===== src/rtl/cmdf_pkg.sv =====
// ----------------------------------------------------------------------------
// cmdf_pkg
// Shared types, constants and coefficient table of the complex mix
// decimating FIR.
// ----------------------------------------------------------------------------
`default_nettype none

package cmdf_pkg;

  localparam int unsigned TapCount      = 31;
  localparam int unsigned TapIdxW       = 5;
  localparam int unsigned CoefW         = 13;
  localparam int unsigned SampleW       = 16;
  localparam int unsigned ProdW         = SampleW + CoefW;
  localparam int unsigned AccW          = 32;
  localparam int unsigned DecimationDef = 16;
  localparam int unsigned QueueDepthDef = 2;
  localparam int unsigned FracBits      = 15;

  typedef struct packed {
    logic signed [SampleW-1:0] adc_re;
    logic signed [SampleW-1:0] adc_im;
    logic signed [SampleW-1:0] lo_re;
    logic signed [SampleW-1:0] lo_im;
  } in_t;

  typedef struct packed {
    logic signed [SampleW-1:0] out_re;
    logic signed [SampleW-1:0] out_im;
  } out_t;

  // mixed sample plus the decimation mark
  typedef struct packed {
    logic signed [SampleW-1:0] re;
    logic signed [SampleW-1:0] im;
    logic                      emit;
  } mix_t;

  // symmetric Q15 low-pass, unity gain
  function automatic logic signed [CoefW-1:0] tap_coef(input logic [TapIdxW-1:0] idx);
    logic signed [CoefW-1:0] c;
    case (idx)
      5'd0, 5'd30:  c = 13'sd115;
      5'd1, 5'd29:  c = 13'sd137;
      5'd2, 5'd28:  c = 13'sd192;
      5'd3, 5'd27:  c = 13'sd281;
      5'd4, 5'd26:  c = 13'sd405;
      5'd5, 5'd25:  c = 13'sd560;
      5'd6, 5'd24:  c = 13'sd743;
      5'd7, 5'd23:  c = 13'sd945;
      5'd8, 5'd22:  c = 13'sd1159;
      5'd9, 5'd21:  c = 13'sd1373;
      5'd10, 5'd20: c = 13'sd1578;
      5'd11, 5'd19: c = 13'sd1763;
      5'd12, 5'd18: c = 13'sd1919;
      5'd13, 5'd17: c = 13'sd2036;
      5'd14, 5'd16: c = 13'sd2110;
      5'd15:        c = 13'sd2136;
      default:      c = '0;
    endcase
    return c;
  endfunction

endpackage

`default_nettype wire


===== src/rtl/cmdf_front.sv =====
// ----------------------------------------------------------------------------
// cmdf_front
// Accepts input transactions, mixes the sample with the conjugate oscillator
// value and marks every DECIMATION-th sample for a filter output.
// ----------------------------------------------------------------------------
`default_nettype none

module cmdf_front #(
  parameter int unsigned DECIMATION = cmdf_pkg::DecimationDef
) (
  input  wire logic          clk_i,
  input  wire logic          rst_ni,
  input  wire logic          in_valid_i,
  output logic               in_ready_o,
  input  wire cmdf_pkg::in_t in_data_i,
  output logic               push_valid_o,
  input  wire logic          push_ready_i,
  output cmdf_pkg::mix_t     push_data_o
);

  localparam int unsigned PhW = (DECIMATION > 1) ? $clog2(DECIMATION) : 1;

  logic [PhW-1:0] phase_q, phase_d;
  logic           last_phase;
  logic           accept;

  logic signed [31:0] p_rr, p_ii, p_ir, p_ri;
  logic        [32:0] re_sum, im_sum;

  assign in_ready_o   = push_ready_i;
  assign push_valid_o = in_valid_i;
  assign accept       = in_valid_i & push_ready_i;
  assign last_phase   = (phase_q == PhW'(DECIMATION - 1));

  always_comb begin
    p_rr   = in_data_i.adc_re * in_data_i.lo_re;
    p_ii   = in_data_i.adc_im * in_data_i.lo_im;
    p_ir   = in_data_i.adc_im * in_data_i.lo_re;
    p_ri   = in_data_i.adc_re * in_data_i.lo_im;
    re_sum = {p_rr[31], p_rr} + {p_ii[31], p_ii};
    im_sum = {p_ir[31], p_ir} - {p_ri[31], p_ri};
    push_data_o.re   = re_sum[30:15];
    push_data_o.im   = im_sum[30:15];
    push_data_o.emit = last_phase;
  end

  always_comb begin
    phase_d = phase_q;
    if (accept) begin
      phase_d = last_phase ? '0 : phase_q + PhW'(1);
    end
  end

  always_ff @(posedge clk_i or negedge rst_ni) begin
    if (!rst_ni) begin
      phase_q <= '0;
    end else begin
      phase_q <= phase_d;
    end
  end

endmodule

`default_nettype wire


===== config.mk =====
export PLATFORM = sky130hd
export DESIGN_NAME = cmdf_front
export DESIGN_NICKNAME = d
export VERILOG_FILES = /design/src/rtl/cmdf_pkg.sv /design/src/rtl/cmdf_front.sv
export SDC_FILE = /design/constraint.sdc
export NUM_CORES = 2
export LEC_CHECK = 0
export CAP_MARGIN = 20
export CORE_MARGIN = 2
export CORE_UTILIZATION = 42
export CTS_CLUSTER_SIZE = 25
export DETAILED_ROUTE_END_ITERATION = 10
export DONT_BUFFER_PORTS = 1
export SYNTH_ARGS = -nofsm -noshare
export SYNTH_HDL_FRONTEND = slang
export SYNTH_SLANG_ARGS = --single-unit

===== constraint.sdc =====
create_clock -name clk_i -period 10.5 [get_ports clk_i]
set_input_delay 0.525 -clock clk_i [delete_from_list [all_inputs] [get_ports clk_i]]
set_output_delay 0.525 -clock clk_i [all_outputs]
set_load 0.1 [all_outputs]

## Yosys cells after proc, flatten, opt, wreduce, memory -nomap -nowiden

Index checks and enable logic that the tools add are counted.

- Latch bits: 0
- Input bits: 68
- Memory bits (read-only): 0
- Memories: 0
- Register bits: 4
- Memory bits (writable): 0

- Bitwise gates (word level): 1
- Div/mod/pow operators: 0
- Reductions and logical operators: 0
- $lt $le $gt $ge: 0
- Multiplexer cells: 1
- Multiply operators: 4
- Shift operators: 0
- Equal/unequal tests: 1
- $add $sub $neg: 3

Operators by type and width:

| operator | number |
|---|---|
| 16-bit by 16-bit multiplier with 31-bit output | 4 |
| 31-bit adder | 1 |
| 31-bit subtractor | 1 |
| 4-bit by 1-bit adder with 4-bit output, second input constant | 1 |
| 4-bit equality test, second input constant | 1 |
| 4-bit 2-to-1 mux | 1 |
| 1-bit bitwise AND | 1 |

## Logic depth before layout (Yosys ltp)

- Depth after elaboration: 2
- Mapped depth: 27

## Worst setup path after synthesis

OpenSTA, ideal clock, no wires.

- Path kind: input-to-output
- From: in in_data_i[63] (netlist name)
- To: out push_data_o[15] (netlist name)
- Data arrival time: 8749 ps
- Path slack: 1226 ps
- Cell stages on the path: 26
- Path buffers: 2
- Cell sequence: clkbuf_1 -> clkbuf_1 -> nand2_1 -> inv_1 -> fa_1 -> inv_1 -> fa_1 -> inv_1 -> fa_1 -> inv_1 -> fa_1 -> fa_1 -> fa_1 -> fa_1 -> inv_1 -> fa_1 -> inv_1 -> ha_1 -> o211ai_1 -> o21ai_0 -> nand4_1 -> o22ai_1 -> o41ai_4 -> o211ai_1 -> a21oi_1 -> xnor2_1

RTL lines:

| element | line | RTL |
|---|---|---|
| start: declaration | cmdf_front.sv:15 | `input wire cmdf_pkg::in_t in_data_i,` |
| end: declaration | cmdf_front.sv:18 | `output cmdf_pkg::mix_t push_data_o` |

==> results_dict.tcl <==
set metrics [dict create \
    tritoncts "done" \
    syn_avg_cell_area_sq_um 9.25 \
    regToRegStartpoint "phase_q[0]$_DFFE_PN0P_" \
    multi_input_area_sq_um 33100 \
    drtIter0Drc 1281 \
    avg_vias_per_cell 4.88 \
    worst_setup_path_endpoint "push_data_o[32]" \
    crit_chain "clkinv_1 > fa_1 > inv_1 > fa_1 > inv_1 > fa_1 > fa_1 > inv_1 > fa_1 > fa_1 > fa_1 > inv_1 > fa_1 > inv_1 > ha_1 > nand4_1 > nor3_1 > nand4_1 > o211ai_2 > o211ai_2 > o31ai_2 > a31oi_1 > xnor2_2 > buf_4" \
    largest_register_ff_count 4 \
    yosys-mux-area-fraction 0.000845 \
    ys_seq_area_frac 0.00260 \
    starting_density_of_the_core 0.422 \
    hold_viol_final 0 \
    outcome "finished clean" \
    final_report_setup_violation_count 0 \
    finalWeightedCongestion 0.831 \
    finalCritPeriodShare 0.843 \
    regMostFlops "phase_q" \
    startpoint "in_data_i[15]" \
    fill_cells 8968 \
    grt_overflow 0 \
    unrepaired_setup_endpoints_after_global_routing "no" \
    synth_cell_type_count 52 \
    rr_worst_depth 4 \
    i_o_pins 103 \
    largest_family_of_logic_cells_by_synthesized_area "adder cells" \
    max_stage_delay_ns 0.84 \
    portBuffers 0 \
    worst_setup_path_start_kind "input pin" \
    setup_total_negative_slack_ns 0 \
    route.antenna.remaining_nets 0 \
    detail_route.wl_per_cell_um 17.6 \
    leading_cell_types_in_the_layout_fill_and_taps_excluded "inv_1, fa_1, nand2_1, and2_1, ha_1" \
    synthSimpleGateAreaFrac 0.140 \
    grt_pass1_wl_um 155000 \
    design.die.area_sq_um 94100 \
    critical_path_class "input pin to primary output" \
    grt_usage 0.210 \
    synth_enable_flop_cells 0 \
    first_global_vias 28694 \
    synthXorXnorAreaFrac 0.0200 \
    core_area_sq_um 91200 \
    floorplan.die.width_um 307 \
    final_nets 5481 \
    synth_top_area_share 0.582 \
    worstPathMaxFanout 26 \
    timing.rr.end "phase_q[0]$_DFFE_PN0P_" \
    cts_buffer_depth 2 \
    max-slew-margin-rel 0.261 \
    synth-seq-cells 4 \
    antenna_found_initial 3 \
    cp.required_ns 9.98 \
    drc 0 \
    clk_pin_slew_worst_paths_ns 0.03 \
    die_height_um 307 \
    cts_root_buffer "clkbuf_16" \
    path_common_cell "fa_1" \
    post_synthesis_adder_cell_area_fraction 0.677 \
    ys_top_cells_by_area "fa_1, inv_1, ha_1, and2_1, nand2_1" \
    layout_commonest_cell "inv_1" \
    skew_ns 0.00127 \
    cts_num_sinks 4 \
    synth_top_area_cell "fa_1" \
    post-route-min-period_ns 8.85 \
    worst-r2r-setup-slack_ns 8.58 \
    drt-total-wl_um 91000 \
    top_regs "phase_q: 4 flops" \
    postCtsResizedCells 0 \
    share_of_async_settable_or_async_resettable_flops_after_synthesis 1.00 \
    slowest_stage "fa_1" \
    number_of_clock_buffers_inserted_by_tritoncts 3 \
    timing.max_cap.violations 0 \
    detailedPlacementHpwl_um 69900 \
    syn_nets 5640 \
    regArea_sq_um 100 \
    placementRows 111 \
    flow.area_growth_from_synthesis_pct 3.25 \
    grt_start_max_net_pins 35 \
    final_layout_size_suffix_gt1_frac 0.0198 \
    worst_ep_arrival_time_ns 8.33 \
    vias 25322 \
    synth_compound_area_frac 0.0169 \
    synthCells 4160 \
    drv_slew 0 \
    critical_path.endpoint_type "primary output" \
    ctsHtreeMaxLevel 1 \
    worst-slew-pin-transition_ns 1.11 \
    yosysWarningCount 0 \
    synthFlopType "dfrtp_1" \
    synth_area_sq_um 38500 \
    drt-pass1-iter-count 5 \
    clock_latency_ns 0.22 \
    fmaxAchievable_mhz 113 \
    holdCritPathClass "register to register" \
]
worst max-delay path, delay by kind of cell:
kind            cells  cell delay, ns
compound gates      4            1.12
buf+inv             7            1.24
xor+xnor            1            0.15
fa+ha+maj           9            4.71
simple gates        3            0.55
synth_stat cells, types with 4 or more instances:
cell,instances
clkbuf_1,189
a31oi_1,5
o21ai_1,4
nand2b_1,25
nand3_1,13
ha_1,293
nor2_1,48
nand4_1,8
and3_1,4
xor2_1,15
inv_1,1266
fa_1,1119
nor2b_1,15
dfrtp_1,4
a21oi_1,22
a211oi_1,7
xnor2_1,73
a21o_1,10
o211ai_1,4
o21ai_0,13
nor3_1,10
nand2_1,543
and2_1,429
metrics by stage:
step	utilization	hold slack (ns)	setup WS [ns]	area [sq um]	cells
6_report	0.436	0.473	1.65	39700	5186
5_1_grt	0.436	0.499	1.10	39700	5185
4_1_cts	0.436	0.475	1.56	39700	5185
3_5_place_dp	0.435	0.230	1.59	39700	5181
3_3_place_gp	0.435	0.230	1.66	39700	5181
2_1_floorplan	-	0.229	1.23	38500	4160
how the worst min path moves through the flow:
| stage | startpoint | end | slack [ns] | cells after the start |
|---|---|---|---|---|
| global placement | rst_ni | phase_q[1]$_DFFE_PN0P_ | 0.23 | 0 |
| floorplan | rst_ni | phase_q[0]$_DFFE_PN0P_ | 0.23 | 0 |
| CTS | phase_q[3]$_DFFE_PN0P_ | phase_q[3]$_DFFE_PN0P_ | 0.47 | 1 |
| finish | phase_q[3]$_DFFE_PN0P_ | phase_q[3]$_DFFE_PN0P_ | 0.47 | 1 |
| detailed placement | rst_ni | phase_q[1]$_DFFE_PN0P_ | 0.23 | 0 |
| global route | phase_q[3]$_DFFE_PN0P_ | phase_q[3]$_DFFE_PN0P_ | 0.50 | 1 |
layout make-up:
type / instances / share of cell area
Sequential cell: 4 / 0.00252
Inverter: 1267 / 0.120
Timing Repair Buffer: 30 / 0.00573
Antenna cell: 1 / 0.0000630
Multi-Input combinational cell: 2695 / 0.833
Clock buffer: 3 / 0.00189
Tap cell: 1186 / 0.0373
kinds of logic after synthesis:
group           count (synthesis)
xor+xnor                       88
flops                           4
mux                             3
compound gates                 92
simple gates                 1100
fa+ha+maj                    1412
buf+inv                      1461
per-layer routing:
layer  wire (um)  share of wire  GRT usage
met4        1670          0.018     0.0308
met2       46500           0.51      0.373
met3        4850          0.053     0.0185
met1       38000           0.42      0.287
met5           0              0          0
repair_timing:
| action | 4_1_cts | 5_1_grt |
|---|---|---|
| buffers inserted | 0 | 0 |
| hold endpoints to repair | 4 | 0 |
| hold buffers | 1 | 0 |
Power is left out: the tool's default activity adds up to more than one toggle a clock period on the data nets, which glitch-free logic cannot reach.
