`src/rtl/cmdf_pkg.sv`:
```
// ----------------------------------------------------------------------------
// cmdf_pkg
// Shared types, constants and coefficient table of the complex mix
// decimating FIR.
// ----------------------------------------------------------------------------
`default_nettype none

package cmdf_pkg;

  localparam int unsigned TapCount      = 31;
  localparam int unsigned TapIdxW       = 5;
  localparam int unsigned CoefW         = 13;
  localparam int unsigned SampleW       = 16;
  localparam int unsigned ProdW         = SampleW + CoefW;
  localparam int unsigned AccW          = 32;
  localparam int unsigned DecimationDef = 16;
  localparam int unsigned QueueDepthDef = 2;
  localparam int unsigned FracBits      = 15;

  typedef struct packed {
    logic signed [SampleW-1:0] adc_re;
    logic signed [SampleW-1:0] adc_im;
    logic signed [SampleW-1:0] lo_re;
    logic signed [SampleW-1:0] lo_im;
  } in_t;

  typedef struct packed {
    logic signed [SampleW-1:0] out_re;
    logic signed [SampleW-1:0] out_im;
  } out_t;

  // mixed sample plus the decimation mark
  typedef struct packed {
    logic signed [SampleW-1:0] re;
    logic signed [SampleW-1:0] im;
    logic                      emit;
  } mix_t;

  // symmetric Q15 low-pass, unity gain
  function automatic logic signed [CoefW-1:0] tap_coef(input logic [TapIdxW-1:0] idx);
    logic signed [CoefW-1:0] c;
    case (idx)
      5'd0, 5'd30:  c = 13'sd115;
      5'd1, 5'd29:  c = 13'sd137;
      5'd2, 5'd28:  c = 13'sd192;
      5'd3, 5'd27:  c = 13'sd281;
      5'd4, 5'd26:  c = 13'sd405;
      5'd5, 5'd25:  c = 13'sd560;
      5'd6, 5'd24:  c = 13'sd743;
      5'd7, 5'd23:  c = 13'sd945;
      5'd8, 5'd22:  c = 13'sd1159;
      5'd9, 5'd21:  c = 13'sd1373;
      5'd10, 5'd20: c = 13'sd1578;
      5'd11, 5'd19: c = 13'sd1763;
      5'd12, 5'd18: c = 13'sd1919;
      5'd13, 5'd17: c = 13'sd2036;
      5'd14, 5'd16: c = 13'sd2110;
      5'd15:        c = 13'sd2136;
      default:      c = '0;
    endcase
    return c;
  endfunction

endpackage

`default_nettype wire

```
`src/rtl/cmdf_back.sv`:
```
// ----------------------------------------------------------------------------
// cmdf_back
// History ring and shared complex MAC; runs the 31-tap convolution when a
// marked sample arrives and holds the result in the output register.
// ----------------------------------------------------------------------------
`default_nettype none

module cmdf_back (
  input  wire logic           clk_i,
  input  wire logic           rst_ni,
  input  wire logic           pop_valid_i,
  output logic                pop_ready_o,
  input  wire cmdf_pkg::mix_t pop_data_i,
  output logic                out_valid_o,
  input  wire logic           out_ready_i,
  output cmdf_pkg::out_t      out_data_o
);

  localparam int unsigned IdxW = cmdf_pkg::TapIdxW;
  localparam int unsigned SW   = cmdf_pkg::SampleW;
  localparam int unsigned PW   = cmdf_pkg::ProdW;
  localparam int unsigned AW   = cmdf_pkg::AccW;
  localparam int unsigned FB   = cmdf_pkg::FracBits;
  localparam logic [IdxW-1:0] LastIdx = IdxW'(cmdf_pkg::TapCount - 1);

  typedef enum logic [3:0] {
    ST_IDLE  = 4'b0001,
    ST_RUN   = 4'b0010,
    ST_DRAIN = 4'b0100,
    ST_OUT   = 4'b1000
  } state_e;

  state_e state_q, state_d;

  logic signed [SW-1:0] hist_re [cmdf_pkg::TapCount];
  logic signed [SW-1:0] hist_im [cmdf_pkg::TapCount];
  logic [cmdf_pkg::TapCount-1:0] hvalid_q, hvalid_d;

  logic [IdxW-1:0] wp_q, wp_d, rp_q, rp_d, cnt_q, cnt_d;
  logic            pop, hist_wr, issue;

  logic signed [SW-1:0]              rd_re_q, rd_im_q;
  logic                              rd_ok_q;
  logic signed [cmdf_pkg::CoefW-1:0] tap_q;
  logic                              s1_q, s2_q;
  logic signed [PW-1:0]              prod_re_q, prod_im_q;
  logic signed [SW-1:0]              op_re, op_im;
  logic signed [AW-1:0]              acc_re_q, acc_im_q;
  logic                              acc_clr;

  logic           out_vld_q, out_vld_d, out_load;
  cmdf_pkg::out_t out_q;

  assign pop_ready_o = (state_q == ST_IDLE);
  assign pop         = pop_valid_i & pop_ready_o;
  assign hist_wr     = pop;
  assign issue       = (state_q == ST_RUN);
  assign out_valid_o = out_vld_q;
  assign out_data_o  = out_q;

  always_comb begin
    state_d  = state_q;
    wp_d     = wp_q;
    rp_d     = rp_q;
    cnt_d    = cnt_q;
    hvalid_d = hvalid_q;
    acc_clr  = 1'b0;
    out_load = 1'b0;
    case (state_q)
      ST_IDLE: begin
        if (pop) begin
          hvalid_d[wp_q] = 1'b1;
          wp_d = (wp_q == LastIdx) ? '0 : wp_q + IdxW'(1);
          if (pop_data_i.emit) begin
            rp_d    = wp_d;
            cnt_d   = '0;
            acc_clr = 1'b1;
            state_d = ST_RUN;
          end
        end
      end
      ST_RUN: begin
        rp_d  = (rp_q == LastIdx) ? '0 : rp_q + IdxW'(1);
        cnt_d = cnt_q + IdxW'(1);
        if (cnt_q == LastIdx) begin
          state_d = ST_DRAIN;
        end
      end
      ST_DRAIN: begin
        if (!s1_q && !s2_q) begin
          state_d = ST_OUT;
        end
      end
      ST_OUT: begin
        if (!out_vld_q || out_ready_i) begin
          out_load = 1'b1;
          state_d  = ST_IDLE;
        end
      end
      default: begin
        state_d = ST_IDLE;
      end
    endcase
  end

  always_comb begin
    out_vld_d = out_vld_q;
    if (out_load) begin
      out_vld_d = 1'b1;
    end else if (out_ready_i) begin
      out_vld_d = 1'b0;
    end
  end

  // unwritten history slots read as zero
  assign op_re = rd_ok_q ? rd_re_q : '0;
  assign op_im = rd_ok_q ? rd_im_q : '0;

  always_ff @(posedge clk_i or negedge rst_ni) begin
    if (!rst_ni) begin
      state_q   <= ST_IDLE;
      wp_q      <= '0;
      rp_q      <= '0;
      cnt_q     <= '0;
      hvalid_q  <= '0;
      s1_q      <= 1'b0;
      s2_q      <= 1'b0;
      out_vld_q <= 1'b0;
    end else begin
      state_q   <= state_d;
      wp_q      <= wp_d;
      rp_q      <= rp_d;
      cnt_q     <= cnt_d;
      hvalid_q  <= hvalid_d;
      s1_q      <= issue;
      s2_q      <= s1_q;
      out_vld_q <= out_vld_d;
    end
  end

  always_ff @(posedge clk_i) begin
    if (hist_wr) begin
      hist_re[wp_q] <= pop_data_i.re;
      hist_im[wp_q] <= pop_data_i.im;
    end
    if (issue) begin
      rd_re_q <= hist_re[rp_q];
      rd_im_q <= hist_im[rp_q];
      rd_ok_q <= hvalid_q[rp_q];
      tap_q   <= cmdf_pkg::tap_coef(cnt_q);
    end
  end

  always_ff @(posedge clk_i) begin
    if (s1_q) begin
      prod_re_q <= op_re * tap_q;
      prod_im_q <= op_im * tap_q;
    end
    if (acc_clr) begin
      acc_re_q <= '0;
      acc_im_q <= '0;
    end else if (s2_q) begin
      acc_re_q <= acc_re_q + {{(AW-PW){prod_re_q[PW-1]}}, prod_re_q};
      acc_im_q <= acc_im_q + {{(AW-PW){prod_im_q[PW-1]}}, prod_im_q};
    end
    if (out_load) begin
      out_q.out_re <= acc_re_q[FB+SW-1:FB];
      out_q.out_im <= acc_im_q[FB+SW-1:FB];
    end
  end

endmodule

`default_nettype wire

```
`config.mk`:
```
export PLATFORM = sky130hd
export DESIGN_NAME = cmdf_back
export DESIGN_NICKNAME = d
export VERILOG_FILES = /design/src/rtl/cmdf_pkg.sv /design/src/rtl/cmdf_back.sv
export SDC_FILE = /design/constraint.sdc
export NUM_CORES = 2
export LEC_CHECK = 0
export BUFFER_PORTS_ARGS = -buffer_cell sky130_fd_sc_hd__buf_2
export CORE_MARGIN = 1.5
export CORE_UTILIZATION = 30
export CTS_CLUSTER_DIAMETER = 50
export CTS_CLUSTER_SIZE = 14
export DETAILED_ROUTE_END_ITERATION = 10
export HOLD_SLACK_MARGIN = 0.03
export PLACE_DENSITY_LB_ADDON = 0.05
export REMOVE_ABC_BUFFERS = 1
export SYNTH_ARGS = -nofsm -noshare
export SYNTH_HDL_FRONTEND = slang
export SYNTH_SLANG_ARGS = --single-unit
```
`constraint.sdc`:
```
create_clock -name clk_i -period 16.53 [get_ports clk_i]
set_clock_uncertainty 0.15 [all_clocks]
set_input_delay 0 -clock clk_i [delete_from_list [all_inputs] [get_ports clk_i]]
set_output_delay 0 -clock clk_i [all_outputs]
set_load 0.02 [all_outputs]
```
# After elaboration in Yosys (flattened, before gate mapping)
# Memory sizes are Yosys's and may differ from the RTL's. A register that Yosys moved wholly into a read port is not among the register bits.
# Cells that the tools add are included.
[classes]
n_bitwise = 2
mul = 2
addsub = 5
n_mux = 29
n_reduce_logical = 11
order_cmp = 3
n_eq_ne = 12
[ops]
columns = ["op", "count"]
rows = [
  ["adder 32 bit", 2],
  ["multiplier 16 x 13 -> 29 bit", 2],
  ["2-to-1 mux 16 bit", 2],
  ["OR 31 bit", 1],
  ["2-to-1 mux 5 bit", 6],
  ["2-to-1 mux 4 bit", 5],
  ["one-hot mux 5 bit (2 select lines)", 2],
  ["one-hot mux 4 bit (4 select lines)", 1],
  ["adder 5 x 1 -> 5 bit (second input constant)", 3],
  ["== test 5 bit (second input constant)", 3],
  ["less-than comparator 5 x 6 -> 1 bit (second input constant)", 2],
  ["2-to-1 mux 1 bit", 11],
  ["inequality test 2 x 1 -> 1 bit (second input constant)", 3],
  ["binary-select mux 1 bit (select 5 bit)", 1],
  ["demux 1 bit (select 5 bit)", 1],
  [">= comparator 5 x 1 -> 1 bit (second input constant)", 1],
  ["AND reduction 5 bit", 1],
  ["== test 4 x 1 -> 1 bit (second input constant)", 1],
  ["== test 4 x 2 -> 1 bit (second input constant)", 1],
  ["== test 4 x 3 -> 1 bit (second input constant)", 1],
  ["== test 4 bit (second input constant)", 1],
  ["inequality test 2 bit (second input constant)", 2],
  ["nonzero test 2 bit", 2],
  ["zero test 1 bit", 3],
  ["other kinds (5)", 6],
]
[totals]
elab_cells = 83
input_bits = 37
ff_bits = 221
romBits = 384
memories = 3
mem_bits_rw = 992
[memory_table]
columns = ["memory", "depth", "word_bits", "read_ports", "rd_clocked_by_memory_dff", "wr", "line_no", "source"]
rows = [
  ["hist_im", 31, 16, 1, 1, 1, "cmdf_back.sv:36", "logic signed [SW-1:0] hist_im [cmdf_pkg::TapCount];"],
  ["hist_re", 31, 16, 1, 1, 1, "cmdf_back.sv:35", "logic signed [SW-1:0] hist_re [cmdf_pkg::TapCount];"],
  ["(no name shown)", 32, 12, 1, 1, 0, "cmdf_pkg.sv:42", "case (idx)"],
]

# Longest topological paths before layout
[logic_depth]
word_depth = 5
ltp_mapped = 26
depth_no_buf = 23

# Worst setup path after synthesis
# No wires, ideal clock.
[synth_path]
path_kind = "register to register"
start = "register rd_ok_q"
end = "register prod_re_q[28], data pin"
t_arrival_ps = 6101
setup_ps = 258
synth_period_minus_slack_ps = 6508
setup_slack_ps = 10022
t_required_ps = 16122
path_stages_with_launch = 25
cell_sequence = "edfxtp_1 > clkbuf_1 > and2_1 > clkbuf_1 > nand2_1 > fa_1 > fa_1 > fa_1 > inv_1 > fa_1 > inv_1 > fa_1 > inv_1 > ha_1 > buf_6 > a21o_1 > a21o_1 > a21o_1 > o21ba_1 > a2111oi_4 > nor3_2 > or4_1 > a41o_1 > a21oi_2 > xnor2_1"
[synth_between]
elab_chain_cells = 2
[synth_rtl]
columns = ["item", "line_no", "source"]
rows = [
  ["from (decl)", "cmdf_back.sv:43", "logic rd_ok_q;"],
  ["from (signal assigned)", "cmdf_back.sv:149", "rd_ok_q <= hvalid_q[rp_q];"],
  ["2-to-1 mux 16 bit", "cmdf_back.sv:116", "assign op_re = rd_ok_q ? rd_re_q : '0;"],
  ["multiplier 16 x 13 -> 29 bit", "cmdf_back.sv:156", "prod_re_q <= op_re * tap_q;"],
  ["to (signal assigned)", "cmdf_back.sv:156", ""],
  ["to (decl)", "cmdf_back.sv:46", "logic signed [PW-1:0] prod_re_q, prod_im_q;"],
]
# Every way passes these cells.
# A chain may end at the register's enable or synchronous reset.

# Final worst setup path
# Same ends and word-level chain as after synthesis.

==> impl_results.md <==
- Post-CTS setup buffer count: 0
- Global-route wire length before repair: ~260000 um
- RSZ-0062 raised after global routing: false
- Max Freq: ~140 MHz
- DR iter-0 viols: 2400
- # IOs: slightly above 70
- Routed Antenna Nets: 0
- First-pass DRT Iterations: 5
- Total gr overflow: 0
- Number of synthesized flops with an enable pin: approximately 1100
- Clock buffer depth: 3
- Post-Syn Area: roughly 0.065 sq mm
- WL per Instance: about 24 um
- Die Y: around 470 um
- Post-synthesis async set-or-reset flop share: 4.27%
- Routability cong.: 0.768
- Vias in the first global route: between 30000 and 40000
- Core footprint: around 0.21 sq mm
- Max FO, Critical Path: around 220
- Tcrit/Tclk final: a little over two fifths
- Total power: ~18 mW
- Storage cell area: between 0.03 and 0.04 sq mm
- Crit path required time: between 15 and 20 ns
- Distinct cells, synth: 74
- Mean Syn Cell Area: 14.8 sq um
- CTS buffer count: roughly 170
- Startpoint Class: register
- P_leak: about 29 nW
- Initial Util: 30.2%
- Count leader, synth: edfxtp_1
- Largest net degree at the start of global routing: about 220
- Top cell type's share of synthesized area: a little over half
- I/O Buffers: 70
- Max-cap violation count: 0
- Die area: roughly 0.22 sq mm
- Hold WS: 0.0910 ns
- DPL Wire Length: between 100000 and 150000 um
- CP endpoint kind: register
- CTS resizes: 0
- Sequential share of the synthesized area: between 50% and 60%
- Syn Inst Count: about 4400
- H-tree lvl count: 4
- Synth Register Bits: around 1200
- Fin nets: 5109
- Primary FF master, synth: edfxtp_1
- Filler cells: 20600
- Status: completed
- Worst slack, placed: around 9.3 ns
- Die width: between 400 and 500 um
- YS warnings: 0
- Area leader, netlist: edfxtp_1
- Placed cell count: approximately 7100
- Worst Path Arrival: about 7.6 ns
- Synth cell count leaders: edfxtp_1 (1127), inv_1 (549), fa_1 (358), nand2_1 (308), mux4_2 (298)
- DR vias: 35100
- Worst-skew pair later-pin latency: ~0.8 ns
- Total GRT Usage: between 10% and 20%
- CTS tree: built
- Final wirelength: 178000 um
- Final hold vios: 0
- Slew Limit Fails: 0
- Sum Neg Setup Slack: 0 ns
- Initial antenna violation count: 13
- Worst vdd ir: about 0.00017 V
- Multi-input gate area: approximately 0.026 sq mm
- Root Buffer: clkbuf_16
- DRC: 0
- Cell Rows: 170
- Share of cells above drive strength 1: a little under a fifth
- Clock transition at path regs: 0.06 ns
- Pwr dens: roughly 240 mW/mm^2
- CP Class: register to register
- Worst hold-check path type: primary input to register
- Fin cells: roughly 7500
- Max-slew headroom: 26.4%
- Synth top area cells: edfxtp_1 (52%), fa_1 (11%), mux4_2 (10%)
- Synthesis-to-layout area growth: 16.3%
- Final setup viols: 0
- Final setup margin: 9.32 ns
- DR vias/cell: around 4.7
- CTS Sinks: 1242
- Final Critical Period: between 7 and 8 ns
- Worst Max-Slew Pin Slew: 1.10 ns
==> power breakdown <==
part | total [mW] | leakage, nW | internal, mW | switching, mW
registers | 4.38 | 11.4 | 4.14 | 0.244
logic | 9.60 | 14.4 | 4.20 | 5.40
clock network | 3.91 | 2.90 | 2.39 | 1.52
==> area by class of cell <==
class                           count  area share (%)
Antenna cell                        6          0.0200
Clock buffer                      184            5.74
Clock inverter                    132            2.42
Inverter                          550            2.74
Multi-Input combinational cell   2354            34.1
Sequential cell                  1242            48.4
Tap cell                         2838            4.72
Timing Repair Buffer              186            1.83
==> final timing paths <==
check                          startpoint               to  slack (ns)  cells after the start
min in group asynchronous          rst_ni       state_q[3]        0.32                      4
hold / removal             pop_data_i[27]  hist_re[14][10]        0.09                      2
setup / recovery                  rd_ok_q    prod_re_q[28]        9.32                     22
setup reg to reg                  rd_ok_q    prod_re_q[28]        9.32                     22
hold reg to reg              acc_re_q[30]   out_data_o[31]        0.31                      0
max in group asynchronous          rst_ni          rp_q[0]       15.31                      4
==> kinds of logic (layout without fill, tap and decap cells) <==
kind of cell	Yosys count	count (layout)	share of synthesized area (%)
AO/OA/AOI/OAI	419	419	4.09
XOR/XNOR	111	111	1.50
adder cells (fa/ha/maj)	570	570	15.2
buffers and inverters	764	1052	4.45
flip-flops	1242	1242	56.3
multiplexers	413	413	12.2
other	0	6	0
AND/OR/NAND/NOR	841	841	6.32
==> per-stage QoR <==
stage                     cell area (sq um)  utilization [%]
after floorplan                       63900                -
after global placement                68600             32.0
after detailed placement              68600             32.0
after CTS                             75200             35.1
after global routing                  75200             35.1
final                                 75200             35.1
==> flip-flops by register name (all words and copies together) (netlist names) <==
register,flops
hvalid_q,31
rd_re_q,16
rp_q,5
acc_im_q,31
s1_q,1
wp_q,5
prod_im_q,29
prod_re_q,29
rd_ok_q,1
state_q,4
cnt_q,5
rd_im_q,16
tap_q,12
acc_re_q,31
s2_q,1
hist_im,496
hist_re,496
out_data_o,32
out_valid_o,1
==> layout by cell type, fill, tap and decap left out, types with 34 or more instances in the layout <==
master / instances
xnor2_1: 73
clkbuf_16: 170
a21o_1: 62
inv_1: 548
mux4_2: 298
mux2i_1: 80
fa_1: 358
nand3_1: 35
mux2_2: 35
buf_4: 67
buf_2: 70
dfrtp_1: 45
nand2_1: 308
a21oi_1: 112
edfxtp_1: 1127
or2_2: 34
dlygate4sd3_1: 46
ha_1: 212
dfxtp_1: 62
xor2_1: 38
and3_1: 182
o21ai_0: 109
nor2_1: 120
==> critical path, cell delays in order (launching register included) <==
cell	delay, ns
edfxtp_1	0.37
buf_12	0.45
and2_1	0.37
nand2_1	0.12
fa_1	0.58
fa_1	0.46
fa_1	0.55
inv_1	0.05
fa_1	0.48
inv_1	0.05
fa_1	0.48
inv_1	0.04
ha_1	0.36
a21o_1	0.19
a21o_1	0.17
a21o_1	0.19
o21ba_1	0.21
a2111oi_4	0.40
nor3_2	0.11
or4_1	0.54
a41o_1	0.27
a21oi_2	0.15
xnor2_1	0.08
==> per-layer routing <==
layer | global-route usage [%] | vias up | routed length [um] | part of all wire [%]
met5 | 0 | - | 46 | 0.026
met4 | 3.81 | 6 | 3700 | 2.1
met1 | 22.1 | 18200 | 81300 | 46
met2 | 28.0 | 536 | 87100 | 49
met3 | 2.66 | 223 | 5640 | 3.2
li1 | - | 16100 | - | -
==> timing repair <==
item                                     CTS  global route
hold endpoints to repair                1107             0
hold buffers                              46             0
endpoints found under the setup margin     0             0
No activity file was read; power rests on OpenSTA's default activity.
