==> src/rtl/cmdf_pkg.sv <==
// ----------------------------------------------------------------------------
// cmdf_pkg
// Shared types, constants and coefficient table of the complex mix
// decimating FIR.
// ----------------------------------------------------------------------------
`default_nettype none

package cmdf_pkg;

  localparam int unsigned TapCount      = 31;
  localparam int unsigned TapIdxW       = 5;
  localparam int unsigned CoefW         = 13;
  localparam int unsigned SampleW       = 16;
  localparam int unsigned ProdW         = SampleW + CoefW;
  localparam int unsigned AccW          = 32;
  localparam int unsigned DecimationDef = 16;
  localparam int unsigned QueueDepthDef = 2;
  localparam int unsigned FracBits      = 15;

  typedef struct packed {
    logic signed [SampleW-1:0] adc_re;
    logic signed [SampleW-1:0] adc_im;
    logic signed [SampleW-1:0] lo_re;
    logic signed [SampleW-1:0] lo_im;
  } in_t;

  typedef struct packed {
    logic signed [SampleW-1:0] out_re;
    logic signed [SampleW-1:0] out_im;
  } out_t;

  // mixed sample plus the decimation mark
  typedef struct packed {
    logic signed [SampleW-1:0] re;
    logic signed [SampleW-1:0] im;
    logic                      emit;
  } mix_t;

  // symmetric Q15 low-pass, unity gain
  function automatic logic signed [CoefW-1:0] tap_coef(input logic [TapIdxW-1:0] idx);
    logic signed [CoefW-1:0] c;
    case (idx)
      5'd0, 5'd30:  c = 13'sd115;
      5'd1, 5'd29:  c = 13'sd137;
      5'd2, 5'd28:  c = 13'sd192;
      5'd3, 5'd27:  c = 13'sd281;
      5'd4, 5'd26:  c = 13'sd405;
      5'd5, 5'd25:  c = 13'sd560;
      5'd6, 5'd24:  c = 13'sd743;
      5'd7, 5'd23:  c = 13'sd945;
      5'd8, 5'd22:  c = 13'sd1159;
      5'd9, 5'd21:  c = 13'sd1373;
      5'd10, 5'd20: c = 13'sd1578;
      5'd11, 5'd19: c = 13'sd1763;
      5'd12, 5'd18: c = 13'sd1919;
      5'd13, 5'd17: c = 13'sd2036;
      5'd14, 5'd16: c = 13'sd2110;
      5'd15:        c = 13'sd2136;
      default:      c = '0;
    endcase
    return c;
  endfunction

endpackage

`default_nettype wire

==> src/rtl/cmdf_queue.sv <==
// ----------------------------------------------------------------------------
// cmdf_queue
// Small FIFO between the mixer front end and the filter back end.
// ----------------------------------------------------------------------------
`default_nettype none

module cmdf_queue #(
  parameter int unsigned DEPTH = cmdf_pkg::QueueDepthDef
) (
  input  wire logic           clk_i,
  input  wire logic           rst_ni,
  input  wire logic           push_valid_i,
  output logic                push_ready_o,
  input  wire cmdf_pkg::mix_t push_data_i,
  output logic                pop_valid_o,
  input  wire logic           pop_ready_i,
  output cmdf_pkg::mix_t      pop_data_o
);

  localparam int unsigned PtrW = (DEPTH > 1) ? $clog2(DEPTH) : 1;
  localparam int unsigned CntW = $clog2(DEPTH + 1);

  cmdf_pkg::mix_t entries_q [DEPTH];
  logic [PtrW-1:0] wr_ptr_q, wr_ptr_d, rd_ptr_q, rd_ptr_d;
  logic [CntW-1:0] cnt_q, cnt_d;
  logic            push, pop;

  assign push_ready_o = (cnt_q != CntW'(DEPTH));
  assign pop_valid_o  = (cnt_q != '0);
  assign pop_data_o   = entries_q[rd_ptr_q];
  assign push         = push_valid_i & push_ready_o;
  assign pop          = pop_valid_o & pop_ready_i;

  always_comb begin
    wr_ptr_d = wr_ptr_q;
    rd_ptr_d = rd_ptr_q;
    cnt_d    = cnt_q;
    if (push) begin
      wr_ptr_d = (wr_ptr_q == PtrW'(DEPTH - 1)) ? '0 : wr_ptr_q + PtrW'(1);
    end
    if (pop) begin
      rd_ptr_d = (rd_ptr_q == PtrW'(DEPTH - 1)) ? '0 : rd_ptr_q + PtrW'(1);
    end
    if (push && !pop) begin
      cnt_d = cnt_q + CntW'(1);
    end else if (pop && !push) begin
      cnt_d = cnt_q - CntW'(1);
    end
  end

  always_ff @(posedge clk_i or negedge rst_ni) begin
    if (!rst_ni) begin
      wr_ptr_q <= '0;
      rd_ptr_q <= '0;
      cnt_q    <= '0;
    end else begin
      wr_ptr_q <= wr_ptr_d;
      rd_ptr_q <= rd_ptr_d;
      cnt_q    <= cnt_d;
    end
  end

  always_ff @(posedge clk_i) begin
    if (push) begin
      entries_q[wr_ptr_q] <= push_data_i;
    end
  end

endmodule

`default_nettype wire

==> config.mk <==
export PLATFORM = sky130hd
export DESIGN_NAME = cmdf_queue
export DESIGN_NICKNAME = d
export VERILOG_FILES = /design/src/rtl/cmdf_pkg.sv /design/src/rtl/cmdf_queue.sv
export SDC_FILE = /design/constraint.sdc
export NUM_CORES = 1
export LEC_CHECK = 0
export CELL_PAD_IN_SITES_DETAIL_PLACEMENT = 0
export CELL_PAD_IN_SITES_GLOBAL_PLACEMENT = 1
export CORE_AREA = 5 5 80 82
export CTS_CLUSTER_SIZE = 10
export DETAILED_ROUTE_END_ITERATION = 10
export DIE_AREA = 0 0 85 87
export DONT_BUFFER_PORTS = 1
export GPL_ROUTABILITY_DRIVEN = 0
export PLACE_DENSITY = 0.79
export SLEW_MARGIN = 5
export SYNTH_ARGS = -nofsm -noshare
export SYNTH_HDL_FRONTEND = slang
export SYNTH_SLANG_ARGS = --single-unit
==> constraint.sdc <==
create_clock -name clk_i -period 2.81 [get_ports clk_i]
set_clock_uncertainty 0.15 [all_clocks]
set_input_delay 0.4215 -clock clk_i [delete_from_list [all_inputs] [get_ports clk_i]]
set_output_delay 0.4215 -clock clk_i [all_outputs]
set_load 0.02 [all_outputs]
After elaboration in Yosys (flattened, before gate mapping)
Memories as Yosys holds them, arrays and structs flattened.
Cells that the tools add are included.
{"block": "word_totals", "register_bits": 4, "ramBits": 66, "input_bits": 37, "out_inout_bits": 35, "elab_cells": 23, "memories": 1}
{"block": "op_classes", "addsub": 4, "eq_ne": 1, "mux": 6, "bitwise": 2, "n_reduce_logical": 6}
{"memory": "entries_q", "depth": 2, "word_bits": 33, "rd": 1, "rd_ports_with_merged_regs": 0, "write_ports": 1, "line": "cmdf_queue.sv:23", "rtl": "cmdf_pkg::mix_t entries_q [DEPTH];"}
{"operator": "$mux 1", "n": 4}
{"operator": "$mux 2", "n": 2}
{"operator": "$reduce_bool 2->1", "n": 2}
{"operator": "$add 1x1->1 const B", "n": 2}
{"operator": "$add 2x1->2 const B", "n": 1}
{"operator": "$and 1x1->1", "n": 2}
{"operator": "$logic_and 1x1->1", "n": 2}
{"operator": "$logic_not 1->1", "n": 2}
{"operator": "$ne 2x2->1 const B", "n": 1}
{"operator": "$sub 2x1->2 const B", "n": 1}

Logic depth before layout (Yosys ltp)
Gate-level depths: netlist of the first run.
{"block": "depth", "depth_word": 6, "depth_mapped": 7}

Worst setup path before layout of the first run
Ideal clock, no wire load.
{"block": "synth_path", "path_type": "flip-flop to flip-flop", "from": "register cnt_q[0]", "to": "memory entries_q[0][0] (netlist bit) (enable)", "setup_ps": 423, "arrival_time_ps": 2195, "required_ps": 2237, "setup_slack_ps": 42, "stages_incl_launch_ff": 4, "n_path_buf": 0, "period_less_slack_ps": 2768, "cell_sequence": "dfrtp_1 > nand2b_1 > nand2_1 > nor2_1"}
{"block": "synth_between", "elab_chain_cells": 4}
{"item": "from (decl)", "line": "cmdf_queue.sv:25", "rtl": "logic [CntW-1:0] cnt_q, cnt_d;"}
{"item": "from (signal assigned)", "line": "cmdf_queue.sv:59", "rtl": "cnt_q <= cnt_d;"}
{"item": "$ne 2x2->1", "line": "cmdf_queue.sv:28", "rtl": "assign push_ready_o = (cnt_q != CntW'(DEPTH));"}
{"item": "via push_ready_o", "line": "cmdf_queue.sv:13", "rtl": "output logic push_ready_o,"}
{"item": "$and 1x1->1", "line": "cmdf_queue.sv:31", "rtl": "assign push = push_valid_i & push_ready_o;"}
{"item": "$mux 1", "line": "cmdf_queue.sv:64", "rtl": "if (push) begin"}
{"item": "$mux 1 (not written as such)", "line": "cmdf_queue.sv:65", "rtl": "entries_q[wr_ptr_q] <= push_data_i;"}
{"item": "to (decl)", "line": "cmdf_queue.sv:23"}
The timed path passes the listed nets, and every way through them passes these cells.

==> impl_metrics.csv, run 1 <==
group,metric,value,unit
status,status,"complete, no violations",
global_route,grtUsageTotal,12.1,%
logic_synthesis,ys_warn_count,0,
clock_tree,path_clk_slew,70,ps
timing,fin_ws,622,ps
global_route,grt_pass1_wl,6370,um
global_route,grt_pass1_vias,1212,
hold_path,holdCritPathClass,"primary input to flip-flop",
logic_synthesis,synthMuxAreaShare,17.6,%
placed_design,post-place-ws,808,ps
timing,final.period_utilization,77.9,%
cells_and_area,nNetsFinal,171,
global_route,overflow,0,
timing,fmax,457,MHz
routing,vias,1096,
routing,antenna_left,0,
logic_synthesis,avgSynthCellArea,22.5,sq um
die,start_util,48.1,%
timing,min_period,2190,ps
logic_synthesis,yosysSeqAreaShare,76.3,%
clock_tree,root_buffer,"clkbuf_8",
logic_synthesis,async_flop_share,5.71,%
worst_setup_path,worstSetupPathType,"flip-flop to primary output",
logic_synthesis,synth_edf_count,66,
logic_synthesis,synthCells,121,
worst_setup_path,cp.buffers_inverters,1,
logic_synthesis,yosys.area_share.simple,1.24,%
logic_synthesis,synth_top_family_by_area,"multiplexers",
die,core,5680,sq um
die,die_w,85,um
timing,slew_violations,0,
routing,avgRoutedWirePerCell,20.3,um
die,fp.dieArea,7400,sq um
clock_tree,htree_num_levels,3,
logic_synthesis,yosys_register_bits,70,
clock_tree,clk_path_buf_depth,2,
worst_setup_path,max_stage_delay,660,ps
logic_synthesis,synthMostInstantiatedCell,"edfxtp_1",
routing,wl,4330,um
routing,drt-vias-per-instance,5.15,
placed_design,placed_cells,196,
die,rows,28,
routing,drc_errors,0,
logic_synthesis,synth_area,2730,sq um
pwr,vdd_drop_max,0.000926,V
placed_design,port_buffers,0,
logic_synthesis,yosys-top-cells-count,"66 x edfxtp_1, 29 x mux2_4, 4 x dfrtp_1, 4 x mux2_2",
timing,finalSetupViolCount,0,
global_route,grt_max_degree,21,
worst_setup_path,crit_fanout,20,
routing,first_pass_iters,4,
logic_synthesis,ys_top_cells_by_area,"edfxtp_1 73%, mux2_4 16%, dfrtp_1 3.7%",
cells_and_area,final-seq-area,2080,sq um
routing,drt_iter0_drc,46,
pwr,power.leakage,1.08,nW
clock_tree,cts_tree,"built",
logic_synthesis,synth_xor_area_share,1.61,%
logic_synthesis,yosysUniqueCellTypes,15,
cells_and_area,fillers,458,
timing,worst_pin_slew,484,ps
cells_and_area,antenna_cells,0,
worst_setup_path,critPathTopFamily,"flip-flops",
die,io_pins,72,
worst_setup_path,cp.required,2240,ps
cells_and_area,stdcell_count,213,
worst_setup_path,critPathSlowestCell,"dfrtp_2",
clock_tree,cts_setup_buffers,0,
logic_synthesis,ys.flop_type,"edfxtp_1",
timing,hold_violations,0,
logic_synthesis,synth_adder_area_share,0.459,%
clock_tree,numCtsBuffers,9,
clock_tree,cts_resized,0,
timing,slew_headroom,67.6,%
timing,rsz0062_at_grt,"no",
logic_synthesis,synth_top_area_share,72.7,%
logic_synthesis,syn-num-nets,159,
cells_and_area,drive_above_1_share,37.0,%
logic_synthesis,yosysTopAreaCell,"edfxtp_1",
clock_tree,clock_sink_count,70,
worst_setup_path,start_kind,"flip-flop",
logic_synthesis,synth-compound-area-share,0,%
worst_setup_path,end_kind,"primary output",
timing,setup_tns,0,ps
clock_tree,postCtsHoldBufs,1,
worst_setup_path,worstPathCellList,"buf_12, mux2_4",
pwr,p_per_area,1140,nW/um^2
die,die_y,87,um
worst_setup_path,arrival,1620,ps
flow_run,drv_cap,0,
clock_tree,clk_latency,330,ps
global_route,antenna_found_initial,0,
placed_design,dp.final_hpwl,3090,um
cells_and_area,area_delta_synth_final,10.2,%
cells_and_area,multi_input_area,578,sq um
==> path summary, 6_finish.rpt <==
kind / slack (ps) / startpoint / to / cells after the start
worst max-delay path: 620 / rd_ptr_q / pop_data_o[0] / 2
worst min-delay path: 30 / push_data_i[9] / entries_q[0][9] / 0
worst max register to register: 800 / cnt_q[0] / entries_q[0][1] / 4
worst min register to register: 340 / cnt_q[1] / cnt_q[1] / 1
max in group asynchronous: 2100 / rst_ni / rd_ptr_q / 1
min in group asynchronous: 210 / rst_ni / cnt_q[1] / 1
==> flip-flops by register name, indices dropped and copies added, names as in the netlist <==
| register | flops |
|---|---|
| entries_q | 66 |
| rd_ptr_q | 1 |
| wr_ptr_q | 1 |
| cnt_q | 2 |
==> kinds of logic after synthesis <==
group | Yosys count
adders and majority gates | 1
xor gates and xnor gates | 5
and+or+nand+nor | 7
DFF | 70
muxes | 33
buffers and inverters | 5
==> cells in the final DEF (no fill, tap or decap), drive strengths merged <==
cell type / count
buf: 4
inv: 1
dlygate4sd3: 1
xnor2: 3
dfrtp: 4
edfxtp: 66
clkinvlp: 1
nand2b: 1
and3: 1
clkbuf: 11
nand2: 2
bufinv: 1
xor2: 2
ha: 1
mux2: 33
clkinv: 3
or2: 1
nor2: 2
==> through the flow <==
stage	cell area [sq um]	total power [mW]	utilization [%]	hold slack (ps)
after floorplan	2730	2.60	-	-24.1
after global placement	2810	2.68	49.6	-24.0
after detailed placement	2810	2.73	49.6	-24.0
after CTS	3010	3.47	53.0	16.9
after global routing	3010	3.56	53.0	3.58
final	3010	3.41	53.0	34.9
==> power breakdown <==
| group | internal, mW | switching [mW] |
|---|---|---|
| sequential | 1.43 | 0.133 |
| clock | 0.403 | 0.329 |
| combinational | 0.473 | 0.644 |
| total | 2.31 | 1.11 |
==> layer usage <==
layer | up-vias | GRT usage [%] | share of wire [%]
met5 | - | 0 | 0
met1 | 560 | 10.7 | 32
met4 | 0 | 5.76 | 2.6
met3 | 11 | 7.00 | 8.3
met2 | 37 | 21.7 | 57
li1 | 488 | - | -
==> area by class of cell <==
type | count | area share, %
inverter | 1 | 0.125
clock inverter | 5 | 1.67
tap | 75 | 3.12
clock buffer | 11 | 4.37
timing repair buffer | 5 | 2.16
multi-input combinational | 46 | 19.2
sequential | 70 | 69.3
Note: power is estimated with default switching activity, not from simulation.
==> inputs of run 2 (changes only) <==
Settings changed: ABC_AREA set to 1, CORE_AREA 5 5 80 82 to 5 5 81 83, DIE_AREA 0 0 85 87 to 0 0 86 88, PLACE_DENSITY 0.79 to 0.81.
Clock period 2.81 ns to 2.05 ns, I/O delays scaled along.
==> run 2 against run 1 <==
  * Synthesized area shrank 0.87%
  * Critical path depth grew 1
  * Register-to-register slack lost 360 ps
  * First-iteration DRC count grew 50%
  * Worst setup slack lost 400 ps
  * Global-route usage grew 2.4 points
  * Via count grew 41%
  * Core utilization grew 5.6 points
  * Critical path type unchanged
  * Largest cell class unchanged
  * Largest power group unchanged
  * Highest routed layer unchanged
==> impl_metrics.csv, run 2 <==
group,metric,value,unit
routing,antenna_left,0,
cells_and_area,drive_above_1_share,17.1,%
worst_setup_path,crit_fanout,34,
die,die_y,88,um
worst_setup_path,max_stage_delay,510,ps
logic_synthesis,ys_warn_count,0,
clock_tree,path_clk_slew,70,ps
global_route,grt_pass1_vias,1640,
logic_synthesis,synth_area,2700,sq um
pwr,p_per_area,1480,nW/um^2
placed_design,dp.final_hpwl,3230,um
logic_synthesis,yosysTopAreaCell,"edfxtp_1",
worst_setup_path,critPathSlowestCell,"dfrtp_2",
routing,drt-vias-per-instance,4.71,
worst_setup_path,critPathTopFamily,"flip-flops",
clock_tree,htree_num_levels,3,
worst_setup_path,worstPathCellList,"inv_8, nand2_1, nand2_1",
worst_setup_path,cp.required,1590,ps
timing,final.period_utilization,89.3,%
cells_and_area,area_delta_synth_final,25.1,%
logic_synthesis,yosysSeqAreaShare,77.0,%
die,fp.dieArea,7570,sq um
timing,finalSetupViolCount,0,
pwr,vdd_drop_max,0.000879,V
placed_design,placed_cells,276,
logic_synthesis,synthCells,201,
routing,first_pass_iters,4,
routing,avgRoutedWirePerCell,15.1,um
timing,slew_headroom,80.2,%
pwr,total_power,5.01,mW
pwr,power.leakage,1.35,nW
clock_tree,clk_path_buf_depth,2,
hold_path,holdCritPathClass,"primary input to flip-flop",
worst_setup_path,crit_path_frequent_cell,"nand2_1",
clock_tree,cts_setup_buffers,0,
worst_setup_path,cp.buffers_inverters,1,
placed_design,post-place-ws,425,ps
routing,vias,1540,
worst_setup_path,arrival,1370,ps
timing,slew_violations,0,
routing,wl,4930,um
logic_synthesis,yosysUniqueCellTypes,17,
cells_and_area,antenna_cells,0,
logic_synthesis,yosys-top-cells-count,"95 x nand2_1, 66 x edfxtp_1, 12 x nand2_2",
status,status,"complete, no violations",
pwr,pwr-share-clk,26.1,%
pwr,p_sw,1.87,mW
logic_synthesis,async_flop_share,5.71,%
timing,worst_pin_slew,296,ps
logic_synthesis,synth_edf_count,66,
clock_tree,root_buffer,"clkbuf_8",
worst_setup_path,worstSetupPathType,"flip-flop to primary output",
global_route,grt_max_degree,35,
global_route,overflow,0,
cells_and_area,largest-register,"entries_q",
logic_synthesis,synth_top_area_share,73.3,%
clock_tree,clk_latency,330,ps
logic_synthesis,ys_top_cells_by_area,"edfxtp_1 73%, nand2_1 13%, dfrtp_1 3.7%",
worst_setup_path,regToRegSetupSlack,440,ps
timing,min_period,1830,ps
cells_and_area,stdcell_count,327,
timing,rsz0062_at_grt,"no",
pwr,seqPwrFrac,42.0,%
routing,drt_iter0_drc,69,
cells_and_area,final_cell_mix,"95 x nand2_1, 66 x edfxtp_1, 35 x dlygate4sd3_1",
global_route,grt_pass1_wl,7960,um
cells_and_area,fillers,484,
die,core,5780,sq um
global_route,grtUsageTotal,14.5,%
timing,setup_tns,0,ps
routing,drc_errors,0,
timing,hold_violations,0,
logic_synthesis,avgSynthCellArea,13.5,sq um
cells_and_area,largest_reg_flops,66,
die,rows,28,
timing,fin_ws,220,ps
pwr,p_int,3.14,mW
placed_design,port_buffers,0,
pwr,combPwrFrac,31.9,%
logic_synthesis,yosys_register_bits,70,
clock_tree,numCtsBuffers,9,
logic_synthesis,ys.flop_type,"edfxtp_1",
pwr,switching_share,37.3,%
die,io_pins,72,
logic_synthesis,syn-num-nets,239,
cells_and_area,nNetsFinal,285,
clock_tree,cts_tree,"built",
global_route,antenna_found_initial,0,
timing,fmax,546,MHz
clock_tree,clock_sink_count,70,
logic_synthesis,synthMostInstantiatedCell,"nand2_1",
cells_and_area,layout_commonest_cell,"nand2_1",
flow_run,drv_cap,0,
worst_setup_path,start_kind,"flip-flop",
cells_and_area,top_regs,"entries_q x66, cnt_q x2",
die,start_util,46.8,%
worst_setup_path,end_kind,"primary output",
die,die_w,86,um
## run 2: changes by cell type in the layout (fill, tap and decap cells not counted), moves of 3 or more
cell | previous run | this run
nand2_1 | 2 | 95
dlygate4sd3_1 | 1 | 35
mux2_4 | 29 | 0
nand2_2 | 0 | 12
buf_4 | 2 | 7
mux2_2 | 4 | 0
inv_1 | 1 | 4
## run 2: cell families (layout without fill, tap and decap cells)
| group | Yosys count | in the layout | share of synthesized area, % |
|---|---|---|---|
| XOR/XNOR | 2 | 2 | 0.648 |
| adder cells (fa/ha/maj) | 1 | 1 | 0.463 |
| buffers and inverters | 14 | 65 | 4.21 |
| flip-flops | 70 | 70 | 77.0 |
| AND/OR/NAND/NOR | 114 | 114 | 17.7 |
## run 2: what timing repair did
item / CTS / global route
hold endpoints to repair: 71 / 0
setup endpoints to repair: 0 / 19
hold buffers: 35 / 0
resized for setup: 0 / 1
## run 2: final timing paths
path | start | end | cells after the start
hold / removal | push_valid_i | wr_ptr_q | 2
hold reg to reg | cnt_q[0] | cnt_q[0] | 1
setup / recovery | rd_ptr_q | pop_data_o[13] | 3
max in group asynchronous | rst_ni | rd_ptr_q | 1
setup reg to reg | cnt_q[0] | cnt_q[1] | 9
min in group asynchronous | rst_ni | cnt_q[1] | 1
## run 2: metrics by stage
step                      instance area [sq um]  hold WS, ps  utilization (%)
after floorplan                            2700         -138                -
after global placement                     2790         -138             48.2
after detailed placement                   2790         -138             48.2
after CTS                                  3380         6.01             58.5
after global routing                       3380         15.4             58.5
final                                      3380         24.3             58.5
## run 2: per-layer routing
layer | share of wire, % | vias up | global-route usage (%)
met1 | 37 | 716 | 14.7
met5 | 0 | - | 0
met2 | 53 | 50 | 25.9
met3 | 8.8 | 10 | 5.74
li1 | - | 764 | -
met4 | 1.9 | 0 | 7.34
## run 2: layout make-up
| class | instances | area [sq um] | area share [%] |
|---|---|---|---|
| Tap cell | 75 | 93.8 | 2.77 |
| Timing Repair Buffer | 42 | 403 | 11.9 |
| Inverter | 7 | 33.8 | 0.999 |
| Clock buffer | 9 | 124 | 3.66 |
| Clock inverter | 7 | 121 | 3.59 |
| Sequential cell | 70 | 2080 | 61.6 |
| Multi-Input combinational cell | 117 | 523 | 15.5 |
## run 2: power groups by stage
| stage | logic (mW) | clock network, mW | registers [mW] |
|---|---|---|---|
| floorplan | 1.39 | 0 | 2.09 |
| global placement | 1.55 | 0 | 2.12 |
| detailed placement | 1.57 | 0 | 2.14 |
| CTS | 1.64 | 1.35 | 2.11 |
| global route | 1.78 | 1.41 | 2.14 |
| finish | 1.60 | 1.31 | 2.10 |
==> inputs of run 3 (changes only) <==
Settings changed: PLACE_DENSITY 0.81 to unset, PLACE_DENSITY_LB_ADDON set to 0.1.
==> run 3 against run 2 <==
  * Total power decreased by 3.7%
  * Worst hold slack gained 10 ps
  * Clock power is 12% lower
  * Fmax decreased by 1.3%
  * Core utilization shrank 0.69 points
  * Sequential share of layout area up 0.74 points
  * Die area unchanged
  * Worst setup slack worse by 23 ps
  * Non-clock buffer count is 1 lower
==> impl_metrics.csv, run 3 (synthesized netlist as in run 2, its figures left out) <==
group,metric,value,unit
pwr,p_per_area,1440,nW/um^2
cells_and_area,multi_input_area,523,sq um
timing,min_period,1850,ps
flow_run,drv_cap,0,
routing,routed.top_layer,"met4",
cells_and_area,layout_commonest_cell,"nand2_1",
pwr,pwr-share-clk,23.8,%
cells_and_area,fin_area,3340,sq um
die,start_util,46.8,%
timing,fmax,540,MHz
placed_design,port_buffers,0,
global_route,grt_pass1_vias,1630,
worst_setup_path,worstPathCellList,"buf_4, nand2_1, nand2_1",
timing,finalSetupViolCount,0,
cells_and_area,largest_reg_flops,66,
routing,wl,4710,um
worst_setup_path,worstSetupPathType,"flip-flop to primary output",
pwr,vdd_drop_max,0.000708,V
cells_and_area,final_cell_mix,"95 x nand2_1, 66 x edfxtp_1, 35 x dlygate4sd3_1",
cells_and_area,final_util,57.8,%
global_route,overflow,0,
clock_tree,cts_tree,"built",
placed_design,dp.final_hpwl,3160,um
timing,final.period_utilization,90.4,%
clock_tree,clk_path_buf_depth,2,
global_route,grtUsageTotal,13.5,%
cells_and_area,fillers,476,
clock_tree,htree_num_levels,3,
die,core,5780,sq um
worst_setup_path,critPathSlowestCell,"dfrtp_2",
clock_tree,numCtsBuffers,9,
global_route,antenna_found_initial,0,
die,die_y,88,um
global_route,grt_max_degree,35,
timing,setup_tns,0,ps
pwr,combPwrFrac,32.5,%
die,rows,28,
die,io_pins,72,
worst_setup_path,cp.required,1590,ps
routing,wl_met1,1750,um
clock_tree,path_clk_slew,70,ps
pwr,p_sw,1.84,mW
clock_tree,root_buffer,"clkbuf_8",
worst_setup_path,max_stage_delay,540,ps
worst_setup_path,start_kind,"flip-flop",
cells_and_area,final-seq-area,2080,sq um
global_route,grt_pass1_wl,7390,um
pwr,power.leakage,1.33,nW
routing,antenna_left,0,
cells_and_area,top_regs,"entries_q x66, cnt_q x2",
cells_and_area,antenna_cells,0,
routing,dr_wl_met2,2460,um
pwr,p_int,2.99,mW
timing,worst_pin_slew,297,ps
routing,first_pass_iters,4,
cells_and_area,area_delta_synth_final,23.6,%
pwr,switching_share,38.0,%
status,status,"complete, no violations",
routing,drt_iter0_drc,118,
routing,wl_met3,388,um
routing,avgRoutedWirePerCell,14.4,um
die,fp.dieArea,7570,sq um
routing,vias,1532,
timing,hold_violations,0,
cells_and_area,drive_above_1_share,15.9,%
timing,rsz0062_at_grt,"no",
routing,drt-vias-per-instance,4.70,
timing,slew_violations,0,
hold_path,holdCritPathClass,"primary input to flip-flop",
timing,slew_headroom,80.2,%
placed_design,placed_area,2780,sq um
clock_tree,clock_sink_count,70,
cells_and_area,nNetsFinal,284,
cells_and_area,largest-register,"entries_q",
pwr,seqPwrFrac,43.8,%
clock_tree,clk_latency,330,ps
routing,drc_errors,0,
worst_setup_path,arrival,1400,ps
worst_setup_path,crit_path_frequent_cell,"nand2_1",
die,die_w,86,um
worst_setup_path,end_kind,"primary output",
worst_setup_path,crit_fanout,14,
run 3: changes by cell type in the layout (fill, tap and decap cells not counted), sizes merged:
cell / previous run / this run
clkinv: 3 / 4
buf: 7 / 6
clkinvlp: 0 / 1
inv: 8 / 7
bufinv: 3 / 2
run 3: through the flow:
step | total power, mW | instances | worst slack [ps] | hold slack (ps)
after floorplan | 3.48 | 201 | -531 | -138
after global placement | 3.63 | 275 | 378 | -138
after detailed placement | 3.68 | 275 | 356 | -138
after CTS | 4.91 | 326 | 164 | 23.3
after global routing | 5.15 | 326 | 94.2 | 21.6
final | 4.83 | 326 | 197 | 34.6
run 3: area by class of cell:
cell class | instances | share of cell area, %
clock buffers | 9 | 3.71
repair buffers | 41 | 11.8
clock inverters | 7 | 2.66
well taps | 75 | 2.81
flip-flops and latches | 70 | 62.3
multi-input cells | 117 | 15.6
inverters | 7 | 1.01
run 3: timing repair:
action | 4_1_cts | 5_1_grt
buffers inserted | 0 | 0
gates resized for setup | 1 | 0
setup endpoints to repair | 7 | 0
hold endpoints to repair | 71 | 0
hold buffers | 35 | 0
run 3: critical path: cells and delay by family (launching register included):
family	cells	cell delay (ps)
flops	1	540
buf+inv	1	270
simple gates	2	250
run 3: path summary, 6_finish.rpt:
kind                         startpoint             end  slack, ps  cells after the start
setup / recovery               rd_ptr_q  pop_data_o[31]        200                      3
hold / removal             push_valid_i        wr_ptr_q         30                      2
setup reg to reg               cnt_q[0]        cnt_q[1]        410                      9
hold reg to reg                cnt_q[0]        cnt_q[0]        380                      1
max in group asynchronous        rst_ni        rd_ptr_q       1440                      1
min in group asynchronous        rst_ni        cnt_q[1]        100                      1
run 3: power groups by stage:
stage                     Clock, mW  Combinational, mW  Sequential, mW
after global placement            0               1.51            2.13
after global routing           1.27               1.74            2.14
after detailed placement          0               1.54            2.14
final                          1.15               1.57            2.11
after floorplan                   0               1.39            2.09
after CTS                      1.18               1.61            2.11
run 3: per-layer routing:
metal	GRT usage, %	vias to the layer above
met5	0	-
met4	9.50	0
met3	6.30	11
met2	22.4	48
met1	13.3	711
li1	-	762
